File: config.mk
export PLATFORM = sky130hd
export DESIGN_NAME = sdu_recon
export DESIGN_NICKNAME = d
export VERILOG_FILES = /design/src/rtl/sdu_pkg.sv /design/src/rtl/sdu_recon.sv
export SDC_FILE = /design/constraint.sdc
export NUM_CORES = 1
export LEC_CHECK = 0
export ABC_AREA = 1
export BUFFER_PORTS_ARGS = -buffer_cell sky130_fd_sc_hd__buf_2
export CAP_MARGIN = 30
export CELL_PAD_IN_SITES_DETAIL_PLACEMENT = 2
export CELL_PAD_IN_SITES_GLOBAL_PLACEMENT = 2
export CORE_MARGIN = 5
export CORE_UTILIZATION = 33
export DETAILED_ROUTE_END_ITERATION = 10
export GPL_ROUTABILITY_DRIVEN = 0
export PLACE_DENSITY_LB_ADDON = 0.1
export SLEW_MARGIN = 5
export SYNTH_ARGS = -nofsm -noshare
export SYNTH_HDL_FRONTEND = slang
export SYNTH_SLANG_ARGS = --single-unit
File: constraint.sdc
create_clock -name clk -period 3.6 [get_ports clk]
set_input_delay 0.18 -clock clk [delete_from_list [all_inputs] [get_ports clk]]
set_output_delay 0.18 -clock clk [all_outputs]
set_load 0.01 [all_outputs]
File: src/rtl/sdu_pkg.sv
// ----------------------------------------------------------------------------
// sdu_pkg
// Shared types and constants of the scanline delta unfilter.
// ----------------------------------------------------------------------------
`default_nettype none

package sdu_pkg;

  // Result of the position tracker for one byte
  typedef struct packed {
    logic first_row;  // row above reads as zero
    logic row_head;   // first pixel of the row
    logic row_end;    // last byte of the row
  } pos_t;

  typedef struct packed {
    logic [7:0] coded_byte;
    logic [7:0] row_mode;
    logic       start_of_image;
  } in_item_t;

  typedef struct packed {
    logic [7:0] pixel_byte;
    logic       bad_mode;
    logic       row_end;
  } out_item_t;

  localparam int CFG_IDX_W  = 8;
  localparam int CFG_DATA_W = 16;
  localparam int CH_W       = 3;   // channel count register width
  localparam int IW_W       = 11;  // image width register width

  typedef logic [CFG_IDX_W-1:0]  cfg_idx_t;
  typedef logic [CFG_DATA_W-1:0] cfg_data_t;

  localparam cfg_idx_t REG_IMAGE_WIDTH    = 8'd0;
  localparam cfg_idx_t REG_PIXEL_CHANNELS = 8'd1;

  localparam logic [IW_W-1:0] IMAGE_WIDTH_RST    = 11'd1024;
  localparam logic [CH_W-1:0] PIXEL_CHANNELS_RST = 3'd4;

  localparam logic [7:0] MODE_LEFT = 8'd1;
  localparam logic [7:0] MODE_UP   = 8'd2;
  localparam logic [7:0] MODE_AVG  = 8'd4;

endpackage : sdu_pkg

`default_nettype wire

File: src/rtl/sdu_recon.sv
// ----------------------------------------------------------------------------
// sdu_recon
// Left-neighbor history and the left / up / average reconstruction.
// ----------------------------------------------------------------------------
`default_nettype none

module sdu_recon #(
  parameter int MAX_CHANNELS = 4
) (
  input  wire logic                 clk,
  input  wire logic                 rst_n,
  input  wire logic                 clear,
  input  wire logic                 advance,
  input  wire logic [sdu_pkg::CH_W-1:0] ch,
  input  wire logic [7:0]           above_raw,
  input  wire logic [7:0]           coded_byte,
  input  wire logic [7:0]           row_mode,
  input  wire sdu_pkg::pos_t        pos,
  output logic      [7:0]           result,
  output logic                      bad
);

  import sdu_pkg::*;

  localparam int CW = (MAX_CHANNELS > 1) ? $clog2(MAX_CHANNELS) : 1;

  logic [7:0]      hist_r [MAX_CHANNELS];
  logic [CH_W-1:0] ch_m1;
  logic [7:0]      left;
  logic [7:0]      above;
  logic [8:0]      sum;

  assign ch_m1 = ch - CH_W'(1);
  assign left  = hist_r[ch_m1[CW-1:0]];
  assign above = pos.first_row ? 8'd0 : above_raw;
  assign sum   = {1'b0, above} + {1'b0, left};

  always_comb begin
    bad = 1'b0;
    case (row_mode)
      MODE_LEFT: result = pos.row_head ? coded_byte : left - coded_byte;
      MODE_UP:   result = above - coded_byte;
      MODE_AVG:  result = pos.row_head ? coded_byte : sum[8:1] - coded_byte;
      default: begin
        result = coded_byte;
        bad    = 1'b1;
      end
    endcase
  end

  // Shift the newest byte in at the head of the history
  always_ff @(posedge clk) begin
    if (!rst_n || clear) begin
      for (int i = 0; i < MAX_CHANNELS; i++) begin
        hist_r[i] <= 8'd0;
      end
    end else if (advance) begin
      hist_r[0] <= result;
      for (int i = 1; i < MAX_CHANNELS; i++) begin
        hist_r[i] <= hist_r[i-1];
      end
    end
  end

endmodule : sdu_recon

`default_nettype wire

==> impl_results.md, run 1 <==
- Number of synthesized flops with an enable pin: 32
- Pin count of the biggest net entering global routing: 33
- Peak supply drop: 0.000126 V
- Pleak: 2.22 nW
- Achievable Freq: 0.260 GHz
- First-pass GRT wire length: 19000 um
- Largest registers: hist_r x32
- Critical path cell sequence: inv_2 -> nand2_1 -> o21ai_1 -> nor2_1 -> a21oi_1 -> o21a_1 -> inv_2 -> ha_4 -> nand2_4 -> nor2_2 -> nand3_1 -> o211ai_1 -> xor2_1 -> ha_1 -> nand2_2 -> nand2_2 -> a21oi_2 -> xnor2_1 -> o21ai_1 -> nand2_1 -> nor2_1 -> buf_4 -> inv_2 -> buf_6
- RSZ-0062 raised after global routing: true
- HP Class: in -> reg
- CP max stage cell: edfxtp_1
- Final total negative setup slack: -655 ps
- Status: complete, but fails checks
- Vias in the first global route: 3768
- CTS clk-pin slew, worst paths: 60 ps
- Dpl ws: -38.3 ps
- Synth area leaders: edfxtp_1 29%, inv_1 11%, nand2_1 11%
- Core Area: 9730 um^2
- Final instance area: 4380 um^2
- Avg Inst Size Synth: 7.12 um^2
- IO Pins: 43
- Layout cells sized above 1: 30.9%
- Register bit total from synthesis: 32
- Max FFs per register: 32
- Largest register by flop count: hist_r
- Post-route minimum period: 3850 ps
- Core Rows: 36
- Slew @ Worst Pin: 581 ps
- Initial DRC Count: 63
- NumNets Final: 613
- Clock Skew: 6.92 ps
- Die area: 12100 um^2
- Crit share post-route: 107%
- Ys async rst share: 0%
- Area Growth Syn to Fin: 33.1%
- Final HPWL DP: 9830 um
- DRC viols: 0
- Overall Power: 1.33 mW
- # diodes: 0
- Worst setup startpoint: hist_r[2][1]$_SDFFCE_PN0P_
- PortBufs: 40
- Synth Flop Type: edfxtp_1
- Worst EP required: 3420 ps
- Post-route ant nets: 0
- CTS Buf Count: 5
- Area post-placement: 3880 um^2
- Post-synth top area cell: edfxtp_1
- Die width: 110 um
- Multi-input logic area: 2190 um^2
- Synth top cells by count: 96 x inv_1, 96 x nand2_1, 61 x nor2_1
- Longest Clk Path Bufs: 2
- Initial core utilization: 33.8%
- H-tree Lvls: 2
- CP Class: reg -> out
- Post-synthesis sequential area ratio: 29.2%
- Clock sink total: 32
- Critical-path maximum fanout: 4
- Via Count: 3364
- Antenna violations before repair: 0
- Crit-path max cell delay: 380 ps
- Die Ht: 110 um
- Crit start category: flop
- Global-route usage over all layers: 20.5%
- Post-route insts no fill: 680
- Fillers: 1164
- Crit end category: output port
- Final setup fails: 5
- WP buf/inv: 5
- Drt via density: 4.95
- Synthesized Nets: 528
- Max-slew violation count: 0
- Family with the most delay on the worst path: compound AO/OA/AOI/OAI gates
- Drt wl/cell: 17.9 um
- Warnings, synthesis: 0
- Final WS setup: -245 ps
- Synth top area share: 29.2%
- Max-slew headroom: 61.2%
- Placed Instances: 660
- Cell area after synthesis: 3290 um^2
- CTS tree: done
- Root buf cell: clkbuf_8
- Worst-Skew Late Latency: 280 ps
- Pre-antenna DRT Iters: 4
- Fin. Hold Viols: 0
- Cells after synthesis: 462
- Maxcap violations: 0
- Yosys cell types: 40
- Most frequent cell on the critical path: inv_2
- Worst r2r src: hist_r[2][1]$_SDFFCE_PN0P_
- Min Hold Slack: 323 ps
- Hold Startpoint: coded_byte[2]
- Critical path arrival: 3670 ps
- FF/Latch Area: 961 um^2
- Fin util: 45.0%
- Grt ovf: 0
- Violated checks: setup timing
- Final wirelength: 12200 um
- Power per cell area: 304 nW/um^2
routing by layer:
layer | up-vias | routed length [um] | share of wire, % | track usage [%]
met4 | 0 | 211 | 1.7 | 5.34
met3 | 11 | 127 | 1.0 | 1.17
li1 | 1666 | - | - | -
met1 | 1659 | 5290 | 43 | 24.5
met2 | 28 | 6560 | 54 | 39.2
met5 | - | 0 | 0 | 0
cell families (layout without fill, tap and decap cells):
family | count (synthesis) | count (layout) | share of synthesized area [%]
adder cells (fa/ha/maj) | 32 | 32 | 13.1
flip-flops | 32 | 32 | 29.2
XOR/XNOR | 12 | 12 | 3.19
AO/OA/AOI/OAI | 68 | 68 | 12.8
buffers and inverters | 106 | 191 | 12.3
AND/OR/NAND/NOR | 212 | 212 | 29.4
path summary, 6_finish.rpt:
kind         slack [ps]  depth (start not counted)                          to
min                 320                          3  hist_r[0][2]$_SDFFCE_PN0P_
max reg2reg         -10                         27  hist_r[0][7]$_SDFFCE_PN0P_
max                -250                         24                   result[5]
min reg2reg         570                          2  hist_r[1][1]$_SDFFCE_PN0P_
placed cells by master, fill, tap and decap left out, types with 3 or more instances in the layout:
cell      count
a21o_1        3
a21oi_1      17
a21oi_2       4
a31oi_1       5
buf_2        35
buf_4        36
buf_6        11
clkbuf_8      5
edfxtp_1     32
fa_1          3
ha_1         23
ha_4          4
inv_1        85
inv_2        14
nand2_1      83
nand2_2      15
nand2_4       5
nand3_1      21
nand3_2       7
nand4_1       7
nor2_1       56
nor2_2        5
o211ai_1      6
o21ai_0      10
o21ai_1       6
o21ai_2       4
o221ai_2      4
xnor2_1       6
xor2_1        4
power breakdown:
part           switching (mW)  leakage (nW)  internal (mW)
clock                   0.132        0.0391          0.128
sequential            0.00586         0.372          0.426
combinational           0.366          1.81          0.273
cell type report:
class                   instances  share of cell area [%]
repair buffers                 84                    13.8
clock buffers                   5                    1.57
well taps                     133                    3.80
multi-input cells             324                    50.1
flip-flops and latches         32                    21.9
inverters                     100                    8.63
clock inverters                 2                   0.171
worst min-delay path, delay by kind of cell:
kind,cells,cell delay (ps)
AND/OR/NAND/NOR,1,100
buffers and inverters,1,110
AO/OA/AOI/OAI,1,90
repair_timing:
action                                  CTS  global route
hold endpoints to repair                  0             0
hold buffers                              0             0
pin swaps                                29            35
endpoints found under the setup margin    7            11
setup buffers                            10             4
gates resized for setup                  25            59
Note: power is estimated with default switching activity, not from simulation.
==> inputs of run 2 (changes only) <==
--- a/config.mk
+++ b/config.mk
@@ -5,17 +5,16 @@
 export SDC_FILE = /design/constraint.sdc
 export NUM_CORES = 1
 export LEC_CHECK = 0
-export ABC_AREA = 1
 export BUFFER_PORTS_ARGS = -buffer_cell sky130_fd_sc_hd__buf_2
 export CAP_MARGIN = 30
 export CELL_PAD_IN_SITES_DETAIL_PLACEMENT = 2
 export CELL_PAD_IN_SITES_GLOBAL_PLACEMENT = 2
 export CORE_MARGIN = 5
-export CORE_UTILIZATION = 33
+export CORE_UTILIZATION = 37
 export DETAILED_ROUTE_END_ITERATION = 10
 export GPL_ROUTABILITY_DRIVEN = 0
 export PLACE_DENSITY_LB_ADDON = 0.1
-export SLEW_MARGIN = 5
+export SLEW_MARGIN = 20
 export SYNTH_ARGS = -nofsm -noshare
 export SYNTH_HDL_FRONTEND = slang
 export SYNTH_SLANG_ARGS = --single-unit
==> impl_results.md, run 2 <==
- IO Pins: 43
- Final HPWL DP: 7900 um
- DRC viols: 0
- Initial DRC Count: 85
- Crit start category: flop
- Root buf cell: clkbuf_8
- Register bit total from synthesis: 32
- Crit-path max cell delay: 520 ps
- Vias in the first global route: 3038
- Warnings, synthesis: 0
- Die width: 100 um
- Synth area leaders: edfxtp_1 32%, ha_1 12%, mux4_1 6.1%
- Ys async rst share: 0%
- CTS Buf Count: 5
- Initial core utilization: 37.3%
- Min Hold Slack: 363 ps
- Final setup fails: 10
- Most numerous cell in the Yosys netlist: edfxtp_1
- R2R depth: 18
- Drt wl/cell: 24.1 um
- Cell internal pwr: 906 uW
- Fin. Hold Viols: 0
- Crit path depth: 17
- Most frequent cell on the critical path: nand2_1
- Post-route ant nets: 0
- Cells after synthesis: 309
- Hold path cells: 3
- NetSw: 451 uW
- Clock sink total: 32
- Final WS setup: -636 ps
- Number of synthesized flops with an enable pin: 32
- Critical path cell sequence: mux4_2 -> nand2_1 -> fa_2 -> nor2b_4 -> o2111ai_2 -> nand2_1 -> nor2_1 -> xnor2_1 -> ha_1 -> o21a_1 -> nor2_2 -> a31oi_2 -> or3_4 -> nand3_2 -> nor4b_4 -> a21oi_1 -> buf_2
- Core Rows: 33
- Die Ht: 100 um
- FF/Latch Area: 961 um^2
- Global-route usage over all layers: 21.6%
- Synth Flop Type: edfxtp_1
- CP Class: reg -> out
- Power per cell area: 335 nW/um^2
- Sequential share of power: 32.1%
- CTS clk-pin slew, worst paths: 70 ps
- Drt via density: 5.67
- Maxcap violations: 0
- Clock Skew: 11.3 ps
- Core Area: 8090 um^2
- Avg Inst Size Synth: 9.76 um^2
- Longest Clk Path Bufs: 2
- Critical-path maximum fanout: 4
- Cell area after synthesis: 3020 um^2
- Fillers: 885
- WP buf/inv: 1
- H-tree Lvls: 2
- Final wirelength: 12000 um
- Post-synthesis sequential area ratio: 31.9%
- Post-CTS Hold Fix Bufs: 0
- Clock power frac: 24.8%
- NumNets Final: 457
- Max-slew headroom: 44.6%
- Pre-antenna DRT Iters: 4
- Switching Share: 33.2%
- Family with the most delay on the worst path: simple AND/OR/NAND/NOR gates
- Post-synth top area cell: edfxtp_1
- Critical path arrival: 4060 ps
- Multi-input logic area: 2220 um^2
- HP Class: in -> reg
- Fin util: 50.0%
- CTS tree: done
- RSZ-0062 raised after global routing: true
- Yosys cell types: 51
- Max-slew violation count: 0
- First-pass GRT wire length: 16600 um
- Antenna violations before repair: 1
- Via Count: 2825
- Area Growth Syn to Fin: 34.2%
- Max FFs per register: 32
- Largest registers: hist_r x32
- Achievable Freq: 0.236 GHz
- Crit end category: output port
- Synth top cells by count: 32 x edfxtp_1, 29 x and2_1, 28 x ha_1
- Crit share post-route: 118%
- Combinational share of power: 43.1%
- Commonest non-fill, non-tap cell in the layout: buf_2
- Grt ovf: 0
- Most frequent cells in the layout: 40 x buf_2, 34 x buf_4, 32 x edfxtp_1
- Synth top area share: 31.9%
- Status: complete, but fails checks
- Synthesized Nets: 375
- Worst-Skew Late Latency: 280 ps
- Pleak: 1.79 nW
- Post-route minimum period: 4240 ps
- Violated checks: setup timing
- Slew @ Worst Pin: 831 ps
- Die area: 10100 um^2
- Pin count of the biggest net entering global routing: 33
- Layout cells sized above 1: 36.7%
- Largest register by flop count: hist_r
- PortBufs: 40
- CP max stage cell: mux4_2
- Worst EP required: 3420 ps
- Peak supply drop: 0.000329 V
-- run 2: path summary, 6_finish.rpt --
path                               from                          to  slack (ps)
min                       coded_byte[1]  hist_r[0][1]$_SDFFCE_PN0P_         360
max          hist_r[0][0]$_SDFFCE_PN0P_                   result[7]        -640
max reg2reg  hist_r[0][0]$_SDFFCE_PN0P_  hist_r[0][6]$_SDFFCE_PN0P_        -380
min reg2reg  hist_r[2][7]$_SDFFCE_PN0P_  hist_r[3][7]$_SDFFCE_PN0P_         550
-- run 2: layer usage --
metal  vias up  wire length (um)  share of wire, %  track usage [%]
met5         -                 0                 0                0
met4         0               293               2.4             5.18
met3        22               284               2.4             1.95
met2        72              6190                52             38.6
met1      1433              5220                44             28.0
li1       1298                 -                 -                -
-- run 2: cell families after synthesis --
kind of cell,after synthesis,synth area share (%)
DFF,32,31.9
and+or+nand+nor,116,21.2
muxes,11,7.84
xor gates and xnor gates,20,5.81
buffers and inverters,28,3.73
AOI/OAI and AO/OA,70,15.3
adders and majority gates,32,14.3
-- run 2: power by group through the flow --
stage / clock, mW / sequential (mW) / combinational, mW
after global placement: 0 / 0.442 / 0.399
after global routing: 0.370 / 0.437 / 0.619
after CTS: 0.350 / 0.436 / 0.484
final: 0.337 / 0.435 / 0.584
after floorplan: 0 / 0.438 / 0.260
after detailed placement: 0 / 0.443 / 0.415
-- run 2: final cells by class --
class,instances,area share [%]
multi-input cells,249,54.8
well taps,105,3.25
flip-flops and latches,32,23.7
inverters,21,2.01
clock inverters,3,0.927
repair buffers,82,13.5
diodes,1,0.0618
clock buffers,5,1.70
-- run 2: through the flow --
step           setup WS, ps  setup TNS [ps]  instances  power [mW]  cell area [um^2]
6_report               -636           -3060        498        1.36              4050
5_1_grt                -789           -4420        498        1.43              4050
4_1_cts                -457           -1400        488        1.27              3840
3_5_place_dp           -407           -1790        471       0.858              3500
3_3_place_gp           -236            -989        471       0.840              3500
2_1_floorplan          52.8               0        309       0.699              3020
-- run 2: worst register-to-register path: stages (launching register included) --
cell and delay [ps]:
edfxtp_1 420, mux4_2 520, nand2_1 130, fa_2 290
nor2b_4 70, o2111ai_2 240, nand2_1 140, nor2_1 160
xnor2_1 140, ha_1 310, a21oi_1 240, o22ai_1 130
mux2i_1 150, a41o_1 210, nand2_2 70, a211oi_2 200
buf_4 150, nor3_2 30, buf_4 130
-- run 2: timing repair --
action / 4_1_cts / 5_1_grt
gates cloned: 0 / 0
endpoints found under the setup margin: 9 / 10
setup buffers: 9 / 11
gates resized for setup: 33 / 31
pin swaps: 26 / 32
