[src/rtl/sdu_pkg.sv]
// ----------------------------------------------------------------------------
// sdu_pkg
// Shared types and constants of the scanline delta unfilter.
// ----------------------------------------------------------------------------
`default_nettype none

package sdu_pkg;

  // Result of the position tracker for one byte
  typedef struct packed {
    logic first_row;  // row above reads as zero
    logic row_head;   // first pixel of the row
    logic row_end;    // last byte of the row
  } pos_t;

  typedef struct packed {
    logic [7:0] coded_byte;
    logic [7:0] row_mode;
    logic       start_of_image;
  } in_item_t;

  typedef struct packed {
    logic [7:0] pixel_byte;
    logic       bad_mode;
    logic       row_end;
  } out_item_t;

  localparam int CFG_IDX_W  = 8;
  localparam int CFG_DATA_W = 16;
  localparam int CH_W       = 3;   // channel count register width
  localparam int IW_W       = 11;  // image width register width

  typedef logic [CFG_IDX_W-1:0]  cfg_idx_t;
  typedef logic [CFG_DATA_W-1:0] cfg_data_t;

  localparam cfg_idx_t REG_IMAGE_WIDTH    = 8'd0;
  localparam cfg_idx_t REG_PIXEL_CHANNELS = 8'd1;

  localparam logic [IW_W-1:0] IMAGE_WIDTH_RST    = 11'd1024;
  localparam logic [CH_W-1:0] PIXEL_CHANNELS_RST = 3'd4;

  localparam logic [7:0] MODE_LEFT = 8'd1;
  localparam logic [7:0] MODE_UP   = 8'd2;
  localparam logic [7:0] MODE_AVG  = 8'd4;

endpackage : sdu_pkg

`default_nettype wire

[src/rtl/sdu_colgen.sv]
// ----------------------------------------------------------------------------
// sdu_colgen
// Configuration registers, row stride and byte column / first-row tracking.
// ----------------------------------------------------------------------------
`default_nettype none

module sdu_colgen #(
  parameter int MAX_WIDTH    = 1024,
  parameter int MAX_CHANNELS = 4,
  localparam int DEPTH = MAX_WIDTH * MAX_CHANNELS,
  localparam int AW    = (DEPTH > 1) ? $clog2(DEPTH) : 1
) (
  input  wire logic                 clk,
  input  wire logic                 rst_n,
  input  wire logic                 cfg_we,
  input  wire sdu_pkg::cfg_idx_t    cfg_idx,
  input  wire sdu_pkg::cfg_data_t   cfg_data,
  input  wire logic                 advance,
  input  wire logic                 start_of_image,
  output logic [sdu_pkg::CH_W-1:0]  ch,
  output logic [AW-1:0]             col,
  output sdu_pkg::pos_t             pos
);

  import sdu_pkg::*;

  localparam int WW = $clog2(MAX_WIDTH + 1);
  localparam int SW = $clog2(DEPTH + 1);

  logic [IW_W-1:0] image_width_r;
  logic [CH_W-1:0] pixel_channels_r;
  logic [AW-1:0]   col_r;
  logic            first_r;

  logic [WW-1:0]   eff_w;
  logic [WW+2:0]   prod;
  logic [SW-1:0]   stride;
  logic [AW-1:0]   col_base;
  logic            first;
  logic [SW-1:0]   col_inc;

  // Clamp the registers into their legal ranges
  always_comb begin
    if (image_width_r == '0) begin
      eff_w = WW'(1);
    end else if (32'(image_width_r) > 32'(MAX_WIDTH)) begin
      eff_w = WW'(MAX_WIDTH);
    end else begin
      eff_w = WW'(image_width_r);
    end
    if (pixel_channels_r == '0) begin
      ch = CH_W'(1);
    end else if (32'(pixel_channels_r) > 32'(MAX_CHANNELS)) begin
      ch = CH_W'(MAX_CHANNELS);
    end else begin
      ch = pixel_channels_r;
    end
  end

  assign prod   = (WW+3)'(eff_w) * (WW+3)'(ch);
  assign stride = SW'(prod);

  always_comb begin
    col_base      = start_of_image ? '0 : col_r;
    first         = start_of_image | first_r;
    col           = (SW'(col_base) >= stride) ? '0 : col_base;
    col_inc       = SW'(col) + SW'(1);
    pos.first_row = first;
    pos.row_head  = (32'(col) < 32'(ch));
    pos.row_end   = (col_inc >= stride);
  end

  always_ff @(posedge clk) begin
    if (!rst_n) begin
      image_width_r    <= IMAGE_WIDTH_RST;
      pixel_channels_r <= PIXEL_CHANNELS_RST;
      col_r            <= '0;
      first_r          <= 1'b1;
    end else if (cfg_we) begin
      if (cfg_idx == REG_IMAGE_WIDTH) begin
        image_width_r <= cfg_data[IW_W-1:0];
        col_r         <= '0;
        first_r       <= 1'b1;
      end else if (cfg_idx == REG_PIXEL_CHANNELS) begin
        pixel_channels_r <= cfg_data[CH_W-1:0];
        col_r            <= '0;
        first_r          <= 1'b1;
      end
    end else if (advance) begin
      if (pos.row_end) begin
        col_r   <= '0;
        first_r <= 1'b0;
      end else begin
        col_r   <= col_inc[AW-1:0];
        first_r <= first;
      end
    end
  end

endmodule : sdu_colgen

`default_nettype wire

[config.mk]
export PLATFORM = sky130hd
export DESIGN_NAME = sdu_colgen
export DESIGN_NICKNAME = d
export VERILOG_FILES = /design/src/rtl/sdu_pkg.sv /design/src/rtl/sdu_colgen.sv
export SDC_FILE = /design/constraint.sdc
export NUM_CORES = 1
export LEC_CHECK = 0
export BUFFER_PORTS_ARGS = -buffer_cell sky130_fd_sc_hd__clkbuf_2
export CAP_MARGIN = 20
export CORE_AREA = 2 2 68 95
export DETAILED_ROUTE_END_ITERATION = 6
export DIE_AREA = 0 0 70 97
export PLACE_DENSITY = 0.75
export SETUP_SLACK_MARGIN = 0.15
export SLEW_MARGIN = 20
export SYNTH_ARGS = -nofsm -noshare
export SYNTH_HDL_FRONTEND = slang
export SYNTH_SLANG_ARGS = --single-unit
[constraint.sdc]
create_clock -name clk -period 25.8 [get_ports clk]
set_input_delay 2.58 -clock clk [delete_from_list [all_inputs] [get_ports clk]]
set_output_delay 2.58 -clock clk [all_outputs]
set_load 0.02 [all_outputs]
==> results.cfg, run 1 <==
[synthesis]
synth_area_um2 = 3150
synth_area_leader_cell = dfxtp_1
yosys.cell_types.count = 55
synth_area_leaders = dfxtp_1, ha_1, fa_1
syn_area_per_cell_um2 = 7.91
synth_edf_count = 0
synthFlopType = dfxtp_1
yosysWarnings = 0
syn_inst = 399
synth_seq_cells = 27
synth-async-reset-ratio_pct = 0
ys_seq_area_share_pct = 17.1
syn_nets = 474
yosysTopAreaCellShare_pct = 17.1

[outcome]
status = finished clean

[floorplan]
rows = 33
core_region_area_um2 = 5860
ios = 47
dieWidth_um = 70
fp.dieH_um = 97
die-area_um2 = 6790
initial_core_util_pct = 53.8

[setup_path]
cp_top_family = simple AND/OR/NAND/NOR gates
path_buf_inv = 3
cp.arrival_ns = 9.11
cp.required_ns = 23.22
reg2reg_setup_slack_ns = 16.99
crit_type = flop to output pin
path_max_fanout = 14
cp_slowest_cell = nor2b_1
end_kind = output pin
r2r_end = col_r[0]
cp-start-kind = flop
rr_startpoint = image_width_r[3]
cpPeakStageDelay_ns = 0.44
rr_worst_depth = 40

[clocking]
cts_buffers = 3
ctsRootBufferMaster = clkbuf_8
cts_setup_buffers = 0
tritoncts = yes
cts_resized = 0
clk_pin_slew_ns = 0.11
cts_max_path_buffers = 2
hold_buffers = 0
numClockSinks = 27
insertion_delay_ns = 0.29
htreeDepth = 1

[placement]
io_buffers = 41
gp_congestion = 0.907
hpwl_um = 5950

[layout]
n_antenna_cell = 0
nets = 508
multi_input_area_um2 = 2420
regArea_um2 = 541
fillCellCount = 548
area_delta_synth_final_pct = 8.93
drive_gt1_share_pct = 13.7

[global_routing]
grt_max_degree = 20
grt_overflow = 0
grt_use_total_pct = 21.1
grt_pass1_wl_um = 12100
antenna_found_initial = 0
grt_pass1_vias = 2813

[timing]
fin_worst_skew_ns = 0.00693
hold_viol = 0
fin_crit_sh_pct = 45.3
setup_viol = 0
period_needed_ns = 11.69
maxSlewHeadroom_pct = 52.2
maxSlewViolCount = 0
worst_pin_slew_ns = 0.714
tns_ns = 0
max_freq_mhz = 85.5
grt_setup_unrepaired = false

[routing]
via_per_inst = 5.64
firstDrtPassIters = 4
wl_per_cell_um = 14.2
wl_um = 7140
drc = 0
drt_iter0_drc = 177
antenna_left = 0
vias = 2833

[flow_run]
max_cap_viol_count = 0

[pwr]
totalPowerFinal_mw = 0.0751
vdd_drop_max_mv = 0.0177
powerDensity_nw_per_um2 = 21.9
p_leak_nw = 1.62

[worst_hold_path]
whs_path_depth = 2
min_from = col_r[2]
hold_class = flop to flop
hold_path_end = col_r[2]
-- logic make-up (layout without fill, tap and decap cells) --
kind of cell    after synthesis  in the layout  share of synthesized area (%)
compound gates               72             72                           15.6
xor+xnor                     18             18                           5.00
fa+ha+maj                    49             49                           21.7
buf+inv                      46             79                           6.27
flops                        27             27                           17.1
mux                          16             16                           5.08
simple gates                171            171                           29.2
-- report_power, final --
group | internal, mW | switching [mW] | total (mW)
Combinational | 0.00294 | 0.00380 | 0.00674
Clock | 0.0110 | 0.0153 | 0.0263
Sequential | 0.0418 | 0.000200 | 0.0420
-- metal layers --
layer / GRT usage (%) / vias to the layer above / routed length (um) / part of all wire, %
met1: 24.0 / 1292 / 3000 / 42
met4: 8.43 / 0 / 219 / 3.1
li1: - / 1455 / - / -
met2: 39.6 / 69 / 3680 / 52
met3: 1.88 / 17 / 238 / 3.3
met5: 0 / - / 0 / 0
-- cell usage in the layout (no fill, tap or decap), types with 12 or more instances in the layout --
cell and count:
nand2_1 42, dfxtp_1 27, inv_1 32, and2_1 24, xor2_1 12, mux2i_1 16, a21oi_1 17, o21ai_0 13
clkbuf_2 41, ha_1 36, nand3_1 12, nor2_1 23, nor2b_1 24
-- registers in the layout (all words and copies together), names as in the netlist --
name,cells
col_r,12
image_width_r,11
pixel_channels_r,3
first_r,1
-- cell usage after synthesis (all sizes together) (2+ instances only) --
cell type   n
o211ai      4
and4        3
mux2i      16
a21oi      17
nand3      12
o21ai      16
o21a        5
maj3        3
nor4        6
o22ai       3
a21o        3
nand2b     10
nand2      42
and2       24
o41ai       5
clkbuf      7
a211oi      4
nor3        6
or2         4
dfxtp      27
xor2       12
inv        32
xnor2       6
and3        3
fa         10
buf         7
o211a       2
nor2b      25
ha         36
o31ai       4
a31oi       2
nor2       23
or4         9
-- stage by stage --
stage               hold WS [ns]  worst slack [ns]  util (%)  cells  cell area (um2)
CTS                        0.472             14.13      58.6    502             3430
detailed placement         0.439             14.42      57.7    498             3380
floorplan                  0.412             15.36         -    399             3150
finish                     0.472             14.11      58.6    502             3440
global route               0.510             13.38      58.6    502             3440
global placement           0.423             14.60      57.7    498             3380
-- area by class of cell --
type                            instances  area share, %
Clock inverter                          1          0.218
Inverter                               32           3.50
Tap cell                               70           2.55
Multi-Input combinational cell        326           70.4
Sequential cell                        27           15.7
Timing Repair Buffer                   43           6.41
Clock buffer                            3           1.20
-- how the worst max path moves through the flow --
stage,start,endpoint,cells past startpoint
floorplan,start_of_image,pos[0],27
global placement,start_of_image,pos[0],29
detailed placement,start_of_image,pos[0],29
CTS,image_width_r[3],pos[0],41
global route,image_width_r[3],pos[0],42
finish,image_width_r[3],pos[0],41
-- tightest hold or removal path, delay by kind of cell (launching register included) --
family	cells	cell delay (ns)
simple gates	1	0.05
flops	1	0.35
compound gates	1	0.05
Note: power is estimated with default switching activity, not from simulation.
==> inputs of run 2 (changes only) <==
--- a/config.mk
+++ b/config.mk
@@ -7,10 +7,10 @@
 export LEC_CHECK = 0
 export BUFFER_PORTS_ARGS = -buffer_cell sky130_fd_sc_hd__clkbuf_2
 export CAP_MARGIN = 20
-export CORE_AREA = 2 2 68 95
+export CORE_AREA = 2 2 69 97
 export DETAILED_ROUTE_END_ITERATION = 6
-export DIE_AREA = 0 0 70 97
-export PLACE_DENSITY = 0.75
+export DIE_AREA = 0 0 71 99
+export PLACE_DENSITY = 0.76
 export SETUP_SLACK_MARGIN = 0.15
 export SLEW_MARGIN = 20
 export SYNTH_ARGS = -nofsm -noshare
==> constraint.sdc (replaced) <==
create_clock -name clk -period 10.4 [get_ports clk]
set_input_delay 1.04 -clock clk [delete_from_list [all_inputs] [get_ports clk]]
set_output_delay 1.04 -clock clk [all_outputs]
set_load 0.02 [all_outputs]
==> results.cfg, run 2 (synthesis gave the netlist of run 1 again) <==
[routing]
antenna_left = 0
drt_iter0_drc = 152
routed.top_layer = met4
met1_length_um = 3050
wl_met3_um = 176
wl_per_cell_um = 14.5
vias = 2888
drc = 0
firstDrtPassIters = 4
wl_met2_um = 3990
via_per_inst = 5.65
wl_um = 7420

[layout]
nets = 515
regMostFlops = col_r
n_antenna_cell = 0
top_regs = col_r: 12 flops, image_width_r: 11 flops, pixel_channels_r: 3 flops
drive_gt1_share_pct = 15.7
final_common_cell = nand2_1
largest_register_ffs = 12
area_delta_synth_final_pct = 11.7
final_cell_mix = nand2_1, clkbuf_2, ha_1, inv_1, dfxtp_1
fin_cells = 511

[clocking]
clk_pin_slew_ns = 0.11
ctsRootBufferMaster = clkbuf_8
hold_buffers = 0
cts_max_path_buffers = 2
insertion_delay_ns = 0.29
cts_buffers = 3
tritoncts = yes
numClockSinks = 27
htreeDepth = 1

[setup_path]
cpPeakStageDelay_ns = 0.44
cp-start-kind = flop
cp_slowest_cell = fa_1
r2r_end = col_r[11]
rr_startpoint = image_width_r[3]
cp.required_ns = 9.36
reg2reg_setup_slack_ns = 1.89
path_max_fanout = 6
rr_worst_depth = 40
end_kind = output pin
cp.arrival_ns = 8.64
crit_type = flop to output pin

[worst_hold_path]
whs_path_depth = 2
hold_class = flop to flop
hold_path_end = col_r[2]
min_from = col_r[2]

[floorplan]
initial_core_util_pct = 51.1
rows = 34
fp.dieH_um = 99
die-area_um2 = 7030
core_region_area_um2 = 6170
ios = 47
dieWidth_um = 71

[flow_run]
max_cap_viol_count = 0

[placement]
dpl.cell_count = 501
hpwl_um = 6110
io_buffers = 41
gp_congestion = 0.880

[pwr]
totalPowerFinal_mw = 0.188
vdd_drop_max_mv = 0.0418
powerDensity_nw_per_um2 = 53.3
p_leak_nw = 1.66

[timing]
grt_setup_unrepaired = false
period_needed_ns = 9.68
max_freq_mhz = 103
setup_viol = 0
fin_worst_skew_ns = 0.00681
fin_crit_sh_pct = 93.1
maxSlewViolCount = 0
maxSlewHeadroom_pct = 64.1
worst_pin_slew_ns = 0.538
hold_viol = 0
tns_ns = 0

[global_routing]
grt_max_degree = 20
grt_pass1_wl_um = 12300
grt_overflow = 0
grt_pass1_vias = 2797
grt_use_total_pct = 21.4
antenna_found_initial = 0

[outcome]
status = finished clean
run 2: changes by cell type in the layout (fill, tap and decap cells not counted):
cell,change
nor2_1,-2
buf_4,+7
a21oi_1,-1
nor2_4,+2
a21oi_4,+1
nor2b_2,-1
nor2b_4,+1
run 2: through the flow:
stage	util, %	area (um2)	hold slack (ns)	setup slack [ns]
after floorplan	-	3150	0.412	1.71
after global placement	54.9	3390	0.423	0.934
after detailed placement	55.0	3390	0.444	0.632
after CTS	55.8	3440	0.476	0.276
after global routing	57.1	3520	0.515	0.173
final	57.1	3520	0.473	0.718
run 2: worst max-delay path by stage:
stage                        end                 from  slack (ns)
final                     pos[0]     image_width_r[3]        0.72
after global routing      pos[0]     image_width_r[3]        0.17
after CTS                 pos[0]     image_width_r[3]        0.28
after detailed placement  pos[0]     image_width_r[3]        0.63
after global placement    pos[0]     image_width_r[3]        0.93
after floorplan           pos[0]  pixel_channels_r[2]        1.71
run 2: repair_timing:
item | 4_1_cts | 5_1_grt
gates resized for setup | 0 | 8
buffers inserted | 0 | 6
setup endpoints to repair | 0 | 1
run 2: layout make-up:
class                   count  area (um2)
multi-input cells         326        2450
fillers                   591        2650
well taps                  72        90.1
inverters                  32         120
flip-flops and latches     27         541
repair buffers             50         273
clock inverters             1        7.51
clock buffers               3        41.3
run 2: power by group:
part           switching [mW]  internal [mW]  total, mW
Combinational         0.00944        0.00756     0.0170
Sequential           0.000463          0.104      0.104
Clock                  0.0392         0.0274     0.0666
run 2: critical path, delay by kind of cell (launching register included):
family	cells	cell delay (ns)
buf+inv	2	0.29
fa+ha+maj	7	2.34
mux	1	0.12
compound gates	14	2.42
xor+xnor	2	0.48
flops	1	0.36
simple gates	14	2.32
run 2: routing by layer:
layer / track usage, % / vias up
met5: 0 / -
met4: 7.69 / 0
met3: 1.53 / 19
li1: - / 1471
met2: 40.1 / 56
met1: 25.0 / 1342
==> inputs of run 3 (changes only) <==
==> constraint.sdc (replaced) <==
create_clock -name clk -period 10.4 [get_ports clk]
set_input_delay 1.04 -clock clk [delete_from_list [all_inputs] [get_ports clk]]
set_output_delay 1.04 -clock clk [all_outputs]
set_load 0.05 [all_outputs]
==> results.cfg, run 3 (synthesis gave the netlist of run 1 again) <==
[outcome]
status = finished clean

[layout]
nets = 515
area_delta_synth_final_pct = 12.1
final_area_um2 = 3540
top_regs = col_r: 12 flops, image_width_r: 11 flops, pixel_channels_r: 3 flops
drive_gt1_share_pct = 16.2
regMostFlops = col_r
fin_cells = 511
largest_register_ffs = 12
final_common_cell = nand2_1
n_antenna_cell = 0
final_cell_mix = nand2_1, clkbuf_2, ha_1, inv_1, dfxtp_1

[routing]
via_per_inst = 5.63
drc = 0
firstDrtPassIters = 4
vias = 2878
wl_per_cell_um = 14.4
drt_iter0_drc = 189
antenna_left = 0
wl_um = 7380

[global_routing]
grt_pass1_vias = 2850
grt_use_total_pct = 21.4
antenna_found_initial = 0
grt_pass1_wl_um = 12500
grt_max_degree = 20
grt_overflow = 0

[pwr]
p_leak_nw = 1.66
totalPowerFinal_mw = 0.186
vdd_drop_max_mv = 0.0404
powerDensity_nw_per_um2 = 52.6

[clocking]
tritoncts = yes
cts_max_path_buffers = 2
ctsRootBufferMaster = clkbuf_8
numClockSinks = 27
htreeDepth = 1
cts_buffers = 3
clk_pin_slew_ns = 0.10
hold_buffers = 0
insertion_delay_ns = 0.28

[timing]
tns_ns = 0
hold_viol = 0
maxSlewHeadroom_pct = 62.6
setup_viol = 0
fin_worst_skew_ns = 0.00179
worst_pin_slew_ns = 0.559
grt_setup_unrepaired = false
period_needed_ns = 9.58
max_freq_mhz = 104
maxSlewViolCount = 0
hold_slack_ns = 0.479
fin_crit_sh_pct = 92.1

[floorplan]
die-area_um2 = 7030
ios = 47
core_region_area_um2 = 6170
rows = 34
dieWidth_um = 71
fp.dieH_um = 99
initial_core_util_pct = 51.1

[placement]
gp_congestion = 0.880
io_buffers = 41
hpwl_um = 6070
place_area_um2 = 3390
dpl.cell_count = 501

[setup_path]
cp.required_ns = 9.36
end_kind = output pin
crit_type = flop to output pin
path_max_fanout = 6
cp_slowest_cell = fa_1
crit_top_cell = ha_1
cp.arrival_ns = 8.54
cpPeakStageDelay_ns = 0.44
cp-start-kind = flop

[flow_run]
max_cap_viol_count = 0

[worst_hold_path]
hold_class = flop to flop
==> run 3: worst paths after layout <==
path	cells after the start	startpoint	endpoint	slack (ns)
setup / recovery	40	image_width_r[9]	pos[0]	0.82
hold / removal	2	col_r[2]	col_r[2]	0.48
setup reg to reg	40	image_width_r[9]	col_r[2]	2.06
hold reg to reg	2	col_r[2]	col_r[2]	0.48
==> run 3: timing repair <==
item	4_1_cts	5_1_grt
endpoints found under the setup margin	0	1
gates resized for setup	0	12
setup buffers	0	6
==> run 3: layout make-up <==
type	instances	area, um2
clock buffers	3	41.3
clock inverters	1	7.51
fillers	581	2630
inverters	32	120
multi-input cells	326	2460
flip-flops and latches	27	541
well taps	72	90.1
repair buffers	50	273
==> run 3: critical path: cells and delay by family (launching register included) <==
family	cells	cell delay [ns]
fa+ha+maj	7	2.30
buf+inv	2	0.36
mux	1	0.12
compound gates	14	2.36
simple gates	14	2.29
xor+xnor	2	0.42
flops	1	0.38
==> run 3: metrics by stage <==
step	util (%)	setup slack, ns
final	57.3	0.820
after global routing	57.3	0.178
after CTS	55.8	0.189
after detailed placement	55.0	0.567
after global placement	54.9	0.853
after floorplan	-	0.945
==> run 3: layer usage <==
metal | track usage (%) | wire [um] | vias up
li1 | - | - | 1461
met2 | 38.2 | 3850 | 59
met1 | 25.7 | 3080 | 1336
met5 | 0 | 0 | -
met3 | 2.25 | 195 | 22
met4 | 9.29 | 255 | 0
==> run 3: power by group <==
part	total, mW	leakage (nW)	switching (mW)	internal, mW
clock network	0.0642	0.0217	0.0369	0.0273
registers	0.104	0.218	0.000504	0.104
logic	0.0176	1.42	0.0100	0.00756
